## src/rtl/vpa_pkg.sv

```systemverilog
// Package for the variable partition allocator.
// Holds default sizes, field widths, status codes and the sequencer states.
// No dependencies.
package vpa_pkg;

  localparam int MEMORY_UNITS   = 1024;
  localparam int MAX_PARTITIONS = 32;
  localparam int OWNER_W        = 8;

  typedef enum logic [2:0] {
    ST_DONE     = 3'd0,
    ST_NO_HOLE  = 3'd1,
    ST_NO_OWNER = 3'd2,
    ST_FULL     = 3'd3,
    ST_ZERO     = 3'd4
  } status_t;

  typedef enum logic [3:0] {
    S_INIT,
    S_IDLE,
    S_SCAN,
    S_DECIDE,
    S_SHIFT_UP,
    S_WR_HI,
    S_WR_PICK,
    S_RD_NEXT,
    S_RD_PREV,
    S_MERGE,
    S_SHIFT_DN,
    S_RESULT
  } state_t;

endpackage

```

## src/rtl/vpa_req_if.sv

```systemverilog
// Request channel of the partition allocator: valid/ready plus one request item.
// Depends on vpa_pkg for the owner width.
interface vpa_req_if #(
  parameter int LEN_W = 11
);
  logic                        valid;
  logic                        ready;
  logic                        mode;
  logic [vpa_pkg::OWNER_W-1:0] request_owner;
  logic [LEN_W-1:0]            request_size;

  modport source (output valid, output mode, output request_owner, output request_size,
                  input ready);
  modport sink   (input valid, input mode, input request_owner, input request_size,
                  output ready);
endinterface

```

## src/rtl/vpa_rsp_if.sv

```systemverilog
// Response channel of the partition allocator: valid/ready plus one result item.
// No dependencies.
interface vpa_rsp_if #(
  parameter int BASE_W = 10,
  parameter int LEN_W  = 11
);
  logic              valid;
  logic              ready;
  logic [2:0]        status;
  logic [BASE_W-1:0] granted_base;
  logic [LEN_W-1:0]  released_length;

  modport source (output valid, output status, output granted_base, output released_length,
                  input ready);
  modport sink   (input valid, input status, input granted_base, input released_length,
                  output ready);
endinterface

```

## src/rtl/variable_partition_allocator.sv

```systemverilog
// Variable partition allocator, first fit / best fit, over an address-ordered table.
// One item at a time. Allocate scans the table and, when a hole is split, shifts the entries
// above the pick up; a zero size skips the scan. Release scans, then merges the freed entry
// with a free neighbor and shifts the entries above down. Ready again once the result is in
// the output register. Reset: the init state writes the whole-memory entry, policy best fit.
module variable_partition_allocator #(
  parameter int MEMORY_UNITS   = vpa_pkg::MEMORY_UNITS,
  parameter int MAX_PARTITIONS = vpa_pkg::MAX_PARTITIONS
) (
  input  logic        clk,
  input  logic        rst,
  input  logic        cfg_we,
  input  logic        cfg_wdata,
  vpa_req_if.sink     req,
  vpa_rsp_if.source   rsp
);

  localparam int BASE_W = $clog2(MEMORY_UNITS);
  localparam int LEN_W  = $clog2(MEMORY_UNITS + 1);
  localparam int IW     = (MAX_PARTITIONS > 1) ? $clog2(MAX_PARTITIONS) : 1;
  localparam int CW     = $clog2(MAX_PARTITIONS + 1);

  typedef struct packed {
    logic [BASE_W-1:0]           base;
    logic [LEN_W-1:0]            len;
    logic                        used;
    logic [vpa_pkg::OWNER_W-1:0] owner;
  } entry_t;

  entry_t mem [MAX_PARTITIONS];
  entry_t rd_data;
  entry_t wr_data;
  logic [IW-1:0] rd_addr, wr_addr;
  logic          we;

  vpa_pkg::state_t state, state_next;
  logic [CW-1:0]   count, count_next;
  logic [CW-1:0]   i, i_next;
  logic            rv, rv_next;
  logic [IW-1:0]   ridx, ridx_next;
  logic            wv, wv_next;
  logic [IW-1:0]   wa, wa_next;
  logic            found, found_next;
  logic [IW-1:0]   pick_idx, pick_idx_next;
  logic [BASE_W-1:0] pick_base, pick_base_next;
  logic [LEN_W-1:0]  pick_len, pick_len_next;
  logic            nfree, nfree_next;
  logic [LEN_W-1:0] nlen, nlen_next;
  logic [1:0]      r, r_next;
  logic            fit_policy;

  logic                        req_mode, req_mode_next;
  logic [vpa_pkg::OWNER_W-1:0] req_owner, req_owner_next;
  logic [LEN_W-1:0]            req_size, req_size_next;

  vpa_pkg::status_t  res_status, res_status_next;
  logic [BASE_W-1:0] res_base, res_base_next;
  logic [LEN_W-1:0]  res_rel, res_rel_next;

  logic              out_valid, out_valid_next;
  vpa_pkg::status_t  out_status, out_status_next;
  logic [BASE_W-1:0] out_base, out_base_next;
  logic [LEN_W-1:0]  out_rel, out_rel_next;

  // scratch values for the sequencer
  logic          hit, better, pfree, has_next;
  logic [CW-1:0] i_dec;
  logic [CW:0]   src_idx;
  logic [IW-1:0] start;
  logic [LEN_W-1:0] merged;
  logic [BASE_W-1:0] sbase;

  // table memory: one write port, one registered read port
  always_ff @(posedge clk) begin
    if (we) begin
      mem[wr_addr] <= wr_data;
    end
    rd_data <= mem[rd_addr];
  end

  always_ff @(posedge clk) begin
    if (rst) begin
      state      <= vpa_pkg::S_INIT;
      count      <= CW'(1);
      rv         <= 1'b0;
      wv         <= 1'b0;
      found      <= 1'b0;
      out_valid  <= 1'b0;
      fit_policy <= 1'b0;
    end else begin
      state     <= state_next;
      count     <= count_next;
      rv        <= rv_next;
      wv        <= wv_next;
      found     <= found_next;
      out_valid <= out_valid_next;
      if (cfg_we) begin
        fit_policy <= cfg_wdata;
      end
    end
  end

  always_ff @(posedge clk) begin
    i          <= i_next;
    ridx       <= ridx_next;
    wa         <= wa_next;
    pick_idx   <= pick_idx_next;
    pick_base  <= pick_base_next;
    pick_len   <= pick_len_next;
    nfree      <= nfree_next;
    nlen       <= nlen_next;
    r          <= r_next;
    req_mode   <= req_mode_next;
    req_owner  <= req_owner_next;
    req_size   <= req_size_next;
    res_status <= res_status_next;
    res_base   <= res_base_next;
    res_rel    <= res_rel_next;
    out_status <= out_status_next;
    out_base   <= out_base_next;
    out_rel    <= out_rel_next;
  end

  always_comb begin
    state_next      = state;
    count_next      = count;
    i_next          = i;
    rv_next         = rv;
    ridx_next       = ridx;
    wv_next         = wv;
    wa_next         = wa;
    found_next      = found;
    pick_idx_next   = pick_idx;
    pick_base_next  = pick_base;
    pick_len_next   = pick_len;
    nfree_next      = nfree;
    nlen_next       = nlen;
    r_next          = r;
    req_mode_next   = req_mode;
    req_owner_next  = req_owner;
    req_size_next   = req_size;
    res_status_next = res_status;
    res_base_next   = res_base;
    res_rel_next    = res_rel;
    out_valid_next  = out_valid;
    out_status_next = out_status;
    out_base_next   = out_base;
    out_rel_next    = out_rel;
    rd_addr         = '0;
    we              = 1'b0;
    wr_addr         = '0;
    wr_data         = '0;

    hit      = req_mode ? (!rd_data.used && (rd_data.len >= req_size))
                        : (rd_data.used && (rd_data.owner == req_owner));
    better   = !found || (req_mode && !fit_policy && (rd_data.len < pick_len));
    i_dec    = i - 1'b1;
    src_idx  = (CW+1)'(i) + (CW+1)'(r);
    has_next = ((CW+1)'(pick_idx) + 1'b1) < (CW+1)'(count);
    pfree    = (pick_idx != '0) && !rd_data.used;
    start    = pfree ? (pick_idx - 1'b1) : pick_idx;
    sbase    = pfree ? rd_data.base : pick_base;
    merged   = (pfree ? rd_data.len : '0) + pick_len + (nfree ? nlen : '0);

    if (out_valid && rsp.ready) begin
      out_valid_next = 1'b0;
    end

    case (state)
      vpa_pkg::S_INIT: begin
        we           = 1'b1;
        wr_data.len  = LEN_W'(MEMORY_UNITS);
        state_next   = vpa_pkg::S_IDLE;
      end
      vpa_pkg::S_IDLE: begin
        if (req.valid) begin
          req_mode_next  = req.mode;
          req_owner_next = req.request_owner;
          req_size_next  = req.request_size;
          found_next     = 1'b0;
          i_next         = '0;
          rv_next        = 1'b0;
          res_base_next  = '0;
          res_rel_next   = '0;
          if (req.mode && (req.request_size == '0)) begin
            res_status_next = vpa_pkg::ST_ZERO;
            state_next      = vpa_pkg::S_RESULT;
          end else begin
            state_next = vpa_pkg::S_SCAN;
          end
        end
      end
      vpa_pkg::S_SCAN: begin
        // read one entry per cycle, judge it the cycle after
        if (rv && hit && better) begin
          found_next     = 1'b1;
          pick_idx_next  = ridx;
          pick_base_next = rd_data.base;
          pick_len_next  = rd_data.len;
        end
        if (i < count) begin
          rd_addr   = i[IW-1:0];
          rv_next   = 1'b1;
          ridx_next = i[IW-1:0];
          i_next    = i + 1'b1;
        end else begin
          rv_next = 1'b0;
          if (!rv) begin
            state_next = vpa_pkg::S_DECIDE;
          end
        end
      end
      vpa_pkg::S_DECIDE: begin
        if (!found) begin
          res_status_next = req_mode ? vpa_pkg::ST_NO_HOLE : vpa_pkg::ST_NO_OWNER;
          state_next      = vpa_pkg::S_RESULT;
        end else if (!req_mode) begin
          state_next = vpa_pkg::S_RD_NEXT;
        end else if (pick_len == req_size) begin
          state_next = vpa_pkg::S_WR_PICK;
        end else if (count >= CW'(MAX_PARTITIONS)) begin
          res_status_next = vpa_pkg::ST_FULL;
          state_next      = vpa_pkg::S_RESULT;
        end else begin
          wv_next    = 1'b0;
          i_next     = count;
          state_next = vpa_pkg::S_SHIFT_UP;
        end
      end
      vpa_pkg::S_SHIFT_UP: begin
        // move entries above the pick up by one, top first
        if (wv) begin
          we      = 1'b1;
          wr_addr = wa;
          wr_data = rd_data;
        end
        if ((CW+1)'(i) > ((CW+1)'(pick_idx) + 1'b1)) begin
          rd_addr = i_dec[IW-1:0];
          wv_next = 1'b1;
          wa_next = i[IW-1:0];
          i_next  = i_dec;
        end else begin
          wv_next = 1'b0;
          if (!wv) begin
            state_next = vpa_pkg::S_WR_HI;
          end
        end
      end
      vpa_pkg::S_WR_HI: begin
        we           = 1'b1;
        wr_addr      = pick_idx + 1'b1;
        wr_data.base = BASE_W'(pick_base + req_size);
        wr_data.len  = pick_len - req_size;
        count_next   = count + 1'b1;
        state_next   = vpa_pkg::S_WR_PICK;
      end
      vpa_pkg::S_WR_PICK: begin
        we              = 1'b1;
        wr_addr         = pick_idx;
        wr_data.base    = pick_base;
        wr_data.len     = req_size;
        wr_data.used    = 1'b1;
        wr_data.owner   = req_owner;
        res_status_next = vpa_pkg::ST_DONE;
        res_base_next   = pick_base;
        state_next      = vpa_pkg::S_RESULT;
      end
      vpa_pkg::S_RD_NEXT: begin
        rd_addr    = pick_idx + 1'b1;
        state_next = vpa_pkg::S_RD_PREV;
      end
      vpa_pkg::S_RD_PREV: begin
        nfree_next = has_next && !rd_data.used;
        nlen_next  = rd_data.len;
        rd_addr    = pick_idx - 1'b1;
        state_next = vpa_pkg::S_MERGE;
      end
      vpa_pkg::S_MERGE: begin
        // one merged free entry at start; r entries above it close the gap
        we              = 1'b1;
        wr_addr         = start;
        wr_data.base    = sbase;
        wr_data.len     = merged;
        r_next          = {1'b0, pfree} + {1'b0, nfree};
        res_status_next = vpa_pkg::ST_DONE;
        res_base_next   = pick_base;
        res_rel_next    = pick_len;
        i_next          = CW'(start) + 1'b1;
        wv_next         = 1'b0;
        if (!pfree && !nfree) begin
          state_next = vpa_pkg::S_RESULT;
        end else begin
          state_next = vpa_pkg::S_SHIFT_DN;
        end
      end
      vpa_pkg::S_SHIFT_DN: begin
        if (wv) begin
          we      = 1'b1;
          wr_addr = wa;
          wr_data = rd_data;
        end
        if (src_idx < (CW+1)'(count)) begin
          rd_addr = src_idx[IW-1:0];
          wv_next = 1'b1;
          wa_next = i[IW-1:0];
          i_next  = i + 1'b1;
        end else begin
          wv_next = 1'b0;
          if (!wv) begin
            count_next = count - CW'(r);
            state_next = vpa_pkg::S_RESULT;
          end
        end
      end
      vpa_pkg::S_RESULT: begin
        if (!out_valid || rsp.ready) begin
          out_valid_next  = 1'b1;
          out_status_next = res_status;
          out_base_next   = res_base;
          out_rel_next    = res_rel;
          state_next      = vpa_pkg::S_IDLE;
        end
      end
      default: begin
        state_next = vpa_pkg::S_INIT;
      end
    endcase
  end

  assign req.ready           = (state == vpa_pkg::S_IDLE);
  assign rsp.valid           = out_valid;
  assign rsp.status          = out_status;
  assign rsp.granted_base    = out_base;
  assign rsp.released_length = out_rel;

`ifndef NO_ASSERTIONS
  a_load_from_result: assert property (@(posedge clk) disable iff (rst)
    $rose(rsp.valid) |-> $past(state == vpa_pkg::S_RESULT))
    else $error("result item appeared outside the result step");

  a_busy_after_accept: assert property (@(posedge clk) disable iff (rst)
    (req.valid && req.ready) |=> (state != vpa_pkg::S_IDLE))
    else $error("sequencer stayed idle after taking an item");

  a_count_range: assert property (@(posedge clk) disable iff (rst)
    (count >= CW'(1)) && (count <= CW'(MAX_PARTITIONS)))
    else $error("partition count out of range");

  a_full_no_grow: assert property (@(posedge clk) disable iff (rst)
    (state == vpa_pkg::S_WR_HI) |-> ($past(count) < CW'(MAX_PARTITIONS)))
    else $error("split attempted on a full table");
`endif

endmodule
```

## src/flat_wrapper.sv

```systemverilog
// flat-port wrapper written by rule: the top's interface ports become plain ports
module variable_partition_allocator_flat 
#(
  parameter int MEMORY_UNITS   = vpa_pkg::MEMORY_UNITS,
  parameter int MAX_PARTITIONS = vpa_pkg::MAX_PARTITIONS
)
  (clk, rst, cfg_we, cfg_wdata, req_valid, req_mode, req_request_owner, req_request_size, req_ready, rsp_valid, rsp_status, rsp_granted_base, rsp_released_length, rsp_ready);
  vpa_req_if req_i ();
  vpa_rsp_if rsp_i ();
  input  logic clk;
  input  logic rst;
  input  logic cfg_we;
  input  logic cfg_wdata;
  input wire logic [$bits(req_i.valid)-1:0] req_valid;
  input wire logic [$bits(req_i.mode)-1:0] req_mode;
  input wire logic [$bits(req_i.request_owner)-1:0] req_request_owner;
  input wire logic [$bits(req_i.request_size)-1:0] req_request_size;
  output wire logic [$bits(req_i.ready)-1:0] req_ready;
  output wire logic [$bits(rsp_i.valid)-1:0] rsp_valid;
  output wire logic [$bits(rsp_i.status)-1:0] rsp_status;
  output wire logic [$bits(rsp_i.granted_base)-1:0] rsp_granted_base;
  output wire logic [$bits(rsp_i.released_length)-1:0] rsp_released_length;
  input wire logic [$bits(rsp_i.ready)-1:0] rsp_ready;
  assign req_i.valid = req_valid;
  assign req_i.mode = req_mode;
  assign req_i.request_owner = req_request_owner;
  assign req_i.request_size = req_request_size;
  assign req_ready = req_i.ready;
  assign rsp_valid = rsp_i.valid;
  assign rsp_status = rsp_i.status;
  assign rsp_granted_base = rsp_i.granted_base;
  assign rsp_released_length = rsp_i.released_length;
  assign rsp_i.ready = rsp_ready;
  variable_partition_allocator #(.MEMORY_UNITS(MEMORY_UNITS), .MAX_PARTITIONS(MAX_PARTITIONS)) u_core (.clk(clk), .rst(rst), .cfg_we(cfg_we), .cfg_wdata(cfg_wdata), .req(req_i), .rsp(rsp_i));
endmodule
```

## config.mk

```make
export PLATFORM = sky130hd
export DESIGN_NAME = variable_partition_allocator_flat
export DESIGN_NICKNAME = d
export VERILOG_FILES = /design/src/rtl/vpa_pkg.sv /design/src/rtl/vpa_req_if.sv /design/src/rtl/vpa_rsp_if.sv /design/src/rtl/variable_partition_allocator.sv /design/src/flat_wrapper.sv
export SDC_FILE = /design/constraint.sdc
export NUM_CORES = 2
export LEC_CHECK = 0
export BUFFER_PORTS_ARGS = -buffer_cell sky130_fd_sc_hd__buf_2
export CAP_MARGIN = 20
export CORE_MARGIN = 8
export CORE_UTILIZATION = 35
export CTS_CLUSTER_SIZE = 25
export DETAILED_ROUTE_END_ITERATION = 12
export PLACE_DENSITY_LB_ADDON = 0.05
export RECOVER_POWER = 100
export SYNTH_ARGS = -nofsm -noshare
export SYNTH_HDL_FRONTEND = slang
export SYNTH_SLANG_ARGS = --single-unit
```

## constraint.sdc

```tcl
create_clock -name clk -period 11.5 [get_ports clk]
set_input_delay 1.725 -clock clk [delete_from_list [all_inputs] [get_ports clk]]
set_output_delay 1.725 -clock clk [all_outputs]
set_load 0.01 [all_outputs]
```

* Yosys cells after proc, flatten, opt, wreduce, memory -nomap -nowiden
Memories as Yosys holds them, arrays and structs flattened. A register that Yosys moved wholly into a read port is not among the register bits. Cells that the tools add are included.
Storage, ports and cells: memories 1, word-level logic and storage cells 203, memory bits (writable) 960, output and inout port bits 26, register bits after elaboration 139
Operators by class: muxes and demuxes 76, $lt $le $gt $ge 7, add/subtract/negate cells 14, reduce and logical (&&, ||, !) cells 47, equality and inequality tests 33
Memories:
- u_core.mem | words 32, bits a word 30, read ports 1, clocked after Yosys merged registers in 1, wr ports 1, line variable_partition_allocator.sv:30 | entry_t mem [MAX_PARTITIONS];
Operators by type and width (count):
- $mux 6 | 10
- $pmux 11 s5 | 1
- $mux 4 | 13
- $pmux 4 s12 | 1
- $pmux 10 s4 | 1
- $pmux 6 s6 | 1
- $mux 5 | 7
- $mux 11 | 3
- $mux 30 | 1
- $pmux 5 s5 | 1
- $add 11x11->11 | 2
- $pmux 11 s2 | 1
- $mux 10 | 2
- $pmux 10 s2 | 1
- $pmux 5 s4 | 1
- $mux 3 | 6
- $ne 2x2->1 const B | 9
- $pmux 9 s2 | 1
- $mux 1 | 17
- $eq 4x3->1 const B | 4
- $eq 4x4->1 const B | 4
- $ne 2x1->1 const B | 8
- $lt 7x6->1 | 2
- $reduce_and 2->1 | 7
- 43 further kinds | 73

* Longest topological paths before layout
word-level depth 7, gate-level depth with buffers 21, mapped depth without buffers 18

* Worst setup path before layout
No wires, ideal clock.
kind register -> register, start point register u_core.pick_idx[0], end point memory u_core.mem[0][17] (netlist name) (data pin), arrival time 4.983 ns, buffers on the path 3, cell stages (with the launch flop) 19, slack 6.063 ns, path through edfxtp_1 > clkbuf_1 > inv_1 > ha_1 > a31oi_1 > buf_2 > buf_1 > nand2_1 > fa_1 > inv_1 > ha_1 > a21o_1 > a21oi_1 > o21ai_0 > a21oi_1 > o21ai_0 > a21o_1 > xnor2_1 > o21ai_0
RTL lines:
- from (decl) | line variable_partition_allocator.sv:44 | logic [IW-1:0] pick_idx, pick_idx_next;
- from (signal assigned) | line variable_partition_allocator.sv:107 | pick_idx <= pick_idx_next;
- to (decl) | line variable_partition_allocator.sv:30

* Worst setup path after layout
start point register u_core.i[0], end point register u_core.rd_data[18] (netlist name)
Between the ends: cells in the longest elaborated chain, start to end 4, elaborated cells on any way between the ends 9
Ends and longest elaborated chain:
- from (decl) | line variable_partition_allocator.sv:38 | logic [CW-1:0] i, i_next;
- from (signal assigned) | line variable_partition_allocator.sv:104 | i <= i_next;
- $add 6x2->7 | line variable_partition_allocator.sv:158 | src_idx = (CW+1)'(i) + (CW+1)'(r);
- $lt 7x6->1 | line variable_partition_allocator.sv:302 | if (src_idx < (CW+1)'(count)) begin
- $mux 5 | line variable_partition_allocator.sv:302
- $pmux 5 s5 * | line variable_partition_allocator.sv:169 | case (state)
Mark *: on every way between the ends. The rest lies on a longest branch, timed or not. A chain may end at the register's enable or synchronous reset.

==> qor.log <==
qor: finish.layout.core_utilization 40.0%
qor: synthesis.post_synth_and_or_nand_nor_area_fraction 9.34%
qor: routing.wl_per_cell 28.6 um
qor: critical_path.critical_path.max_fanout 67
qor: grt.number_of_antenna_violations_at_the_first_check_in_global_routing 11
qor: critical_path.setup_crit_end_kind flop
qor: hold_path.worstHoldPathType reg2reg
qor: finish.filler_cell_count 12,600
qor: synthesis.yosys_warnings 0
qor: run_status.status finished with violations
qor: critical_path.timing.rr.end u_core.rd_data[18]$_DFF_P_
qor: critical_path.worst-endpoint-arrival 9.26 ns
qor: routing.drt-pass1-iter-count 6
qor: synthesis.postSynthNetCount 3,428
qor: critical_path.worst_r2r_path_depth 15
qor: sta.final.min_clock_period 8.63 ns
qor: critical_path.worstReg2RegStart u_core.i[0]$_DFFE_PP_
qor: finish.drive_gt1_share 9.94%
qor: cts.clk-insertion-delay-late 0.77 ns
qor: finish.final_area 54,000 um^2
qor: placement.placement.cell_area 50,200 um^2
qor: grt.grt_max_degree 106
qor: sta.timing.final.hold_violations 0
qor: grt.grt_pass1_vias 29,100
qor: synthesis.postSynthCellCount 3,303
qor: synthesis.synth_top_area_cell edfxtp_1
qor: synthesis.syn_avg_cell_area 14.3 um^2
qor: sta.timing.clock.skew 0.0318 ns
qor: critical_path.start_kind flop
qor: sta.min_period_over_period 75.1%
qor: grt.globalRouteTotalUtil 20.3%
qor: flow_run.cap_viol_max_count 62
qor: routing.remaining_drc_errors 0
qor: grt.globalRouteMet1Util 28.4%
qor: synthesis.synth.lib_cells_used.distinct 83
qor: cts.clk_transition_reported_paths 0.06 ns
qor: synthesis.asyncSetResetFlopFracSynth 0%
qor: routing.vias 29,100
qor: sta.tightestPinTransition 3.78 ns
qor: synthesis.post_synth_mux_area_share 4.83%
qor: grt.gr-usage-met3 3.34%
qor: run_status.violations capacitance limit, slew limit
qor: sta.setup_slack 2.87 ns
qor: die.row_count 135
qor: power.ir_worst_vdd 124 uV
qor: sta.final-setup-viol-count 0
qor: die.die_x 383 um
qor: die.fp.coreArea 135,000 um^2
qor: cts.cts-buffers-inserted 133
qor: grt.top_usage_layer met2
qor: sta.unrepaired_setup_endpoints_after_global_routing no
qor: die.initial_core_util 35.1%
qor: synthesis.synth_adder_area_share 2.86%
qor: synthesis.synth_xor_xnor_area_share 1.00%
qor: critical_path.worst-setup-path-type reg2reg
qor: cts.post_cts_buffers 0
qor: power.p_per_area 190 nW/um^2
qor: synthesis.synth_seq_cells 1,129
qor: placement.preCtsSetupSlack 4.99 ns
qor: critical_path.crit_required 12.13 ns
qor: finish.syn2layout_area_growth 14.2%
qor: synthesis.syn-cell-area 47,300 um^2
qor: grt.groute.layer.met2.usage 33.3%
qor: hold_path.timing.hold.worst_endpoint u_core.pick_idx[1]$_DFFE_PP_
qor: grt.grt_first_pass_wirelength 218 mm
qor: synthesis.synth_top_family_by_area simple AND/OR/NAND/NOR gates
qor: placement.hpwl 90.0 mm
qor: hold_path.holdCritStartpoint u_core.ridx[1]$_DFFE_PP_
qor: synthesis.netlist.area_leader.share 68.9%
qor: synthesis.ys_dominant_reg_cell edfxtp_1
qor: synthesis.synthTopCellsByArea edfxtp_1 (69%), mux2i_1 (3.3%), nand2_1 (3.1%)
qor: sta.fmax 116 MHz
qor: grt.grt_overflow_total 0
qor: synthesis.synth_enable_flop_cells 1,084
qor: sta.final-max-slew-violation-count 1,797
qor: cts.clk_root_buffer_cell clkbuf_16
qor: critical_path.regToRegSetupSlack 2.87 ns
qor: die.die_height 383 um
qor: placement.finalWeightedCongestion 0.849
qor: hold_path.hold_path_depth 0
qor: synthesis.synth_common_cells edfxtp_1 (1,084), nand2_1 (396), nand3_1 (288)
qor: sta.finalSetupTns 0 ns
qor: routing.violation_count_after_the_first_detailed_routing_iteration 2,836
qor: cts.number_of_h_tree_branching_levels 4
qor: routing.wl 151 mm
qor: routing.drt.antenna.violating_nets 0
qor: cts.tritoncts yes
qor: finish.finalNetCount 3,531
qor: cts.hold_buffer_count_at_cts 0
qor: die.design.portCount 52
qor: synthesis.synth_compound_gate_area_share 8.67%
qor: routing.vias_per_cell 5.50
qor: synthesis.synth_seq_area_share 70.8%
qor: power.power.leakage 17.8 nW
qor: cts.cts_sinks 1,129
qor: cts.cts_resized 0
qor: placement.placement.io_buffers 51
qor: synthesis.yosysMostFrequentCell edfxtp_1
qor: cts.cts.path.max_buffers 3
qor: die.die_area 147,000 um^2
qor: sta.headroom_to_the_max_slew_limit -152%
## flip-flops by register name, summed over array words and instances (netlist names), 6 cells and up
signal and cells:
u_core.count 6, u_core.i 6, u_core.mem 960, u_core.nlen 11
u_core.pick_base 10, u_core.pick_len 11, u_core.rd_data 30, u_core.req_owner 8
u_core.req_size 11, u_core.res_base 10, u_core.res_rel 11, u_core.rsp.granted_base 10
u_core.rsp.released_length 11
## power breakdown
| part | total [W] | internal (W) | switching (W) |
|---|---|---|---|
| registers | 0.00485 | 0.00467 | 0.000175 |
| clock network | 0.00406 | 0.00240 | 0.00166 |
| logic | 0.00136 | 0.000451 | 0.000906 |
## routing by layer
metal  up-vias  share of wire, %
met5         -                 0
met2       859                47
met3       185               5.4
met1     15100                45
met4         0               2.1
li1      13000                 -
## worst max path at each step
stage	startpoint	end	slack, ns	depth (start not counted)
floorplan	u_core.pick_idx[0]$_DFFE_PP_	u_core.mem[0][17]$_DFFE_PP_	6.06	18
global placement	u_core.i[0]$_DFFE_PP_	u_core.rd_data[18]$_DFF_P_	5.13	17
detailed placement	u_core.i[0]$_DFFE_PP_	u_core.rd_data[18]$_DFF_P_	4.99	17
CTS	u_core.i[0]$_DFFE_PP_	u_core.rd_data[18]$_DFF_P_	4.94	17
global route	u_core.i[0]$_DFFE_PP_	u_core.rd_data[18]$_DFF_P_	2.34	15
finish	u_core.i[0]$_DFFE_PP_	u_core.rd_data[18]$_DFF_P_	2.87	15
## cells by family (layout without fill, tap and decap cells)
group           after synthesis  after routing
flops                      1129           1129
simple gates                950            950
compound gates              576            576
buf+inv                     280            488
mux                         215            215
fa+ha+maj                    99             99
xor+xnor                     54             54
other cells                   0              2
## layout make-up
type / instances / area [um^2] / share of cell area [%]
Multi-Input combinational cell: 1894 / 13000 / 24.0
Clock buffer: 195 / 3830 / 7.09
Inverter: 91 / 342 / 0.633
Antenna cell: 2 / 5.00 / 0.00927
Timing Repair Buffer: 157 / 776 / 1.44
Clock inverter: 45 / 382 / 0.707
Tap cell: 1781 / 2230 / 4.13
Sequential cell: 1129 / 33500 / 62.0
## metrics by stage
step	hold slack [ns]	instances	power [W]
2_1_floorplan	0.400	3303	0.00572
3_3_place_gp	0.403	5047	0.00629
3_5_place_dp	0.405	5049	0.00630
4_1_cts	0.412	5289	0.0104
5_1_grt	0.422	5292	0.0107
6_report	0.410	5294	0.0103
## critical path: stages (launching register included)
cell and delay, ns:
edfxtp_1 0.65, ha_1 0.34, fa_1 0.46, xor2_1 0.20, ha_1 0.34, nand2_1 0.05
o21ai_0 0.34, a211o_1 0.29, o2111a_4 0.70, buf_4 0.79, clkbuf_1 2.70, nor3_1 0.38
buf_4 0.49, a221oi_1 0.29, o21ai_0 0.23, and3_1 0.21
## placed cells by master (no fill, tap or decap), types with 54 or more instances in the layout
cell type,n
o21ai_0,150
edfxtp_1,1084
mux2_2,54
inv_1,90
nand2_1,395
mux2i_1,156
nor2_1,69
nand3_1,288
ha_1,84
a21oi_1,86
clkbuf_1,150
a221oi_1,89
clkbuf_16,139
Power figures use the tool's default switching activity.
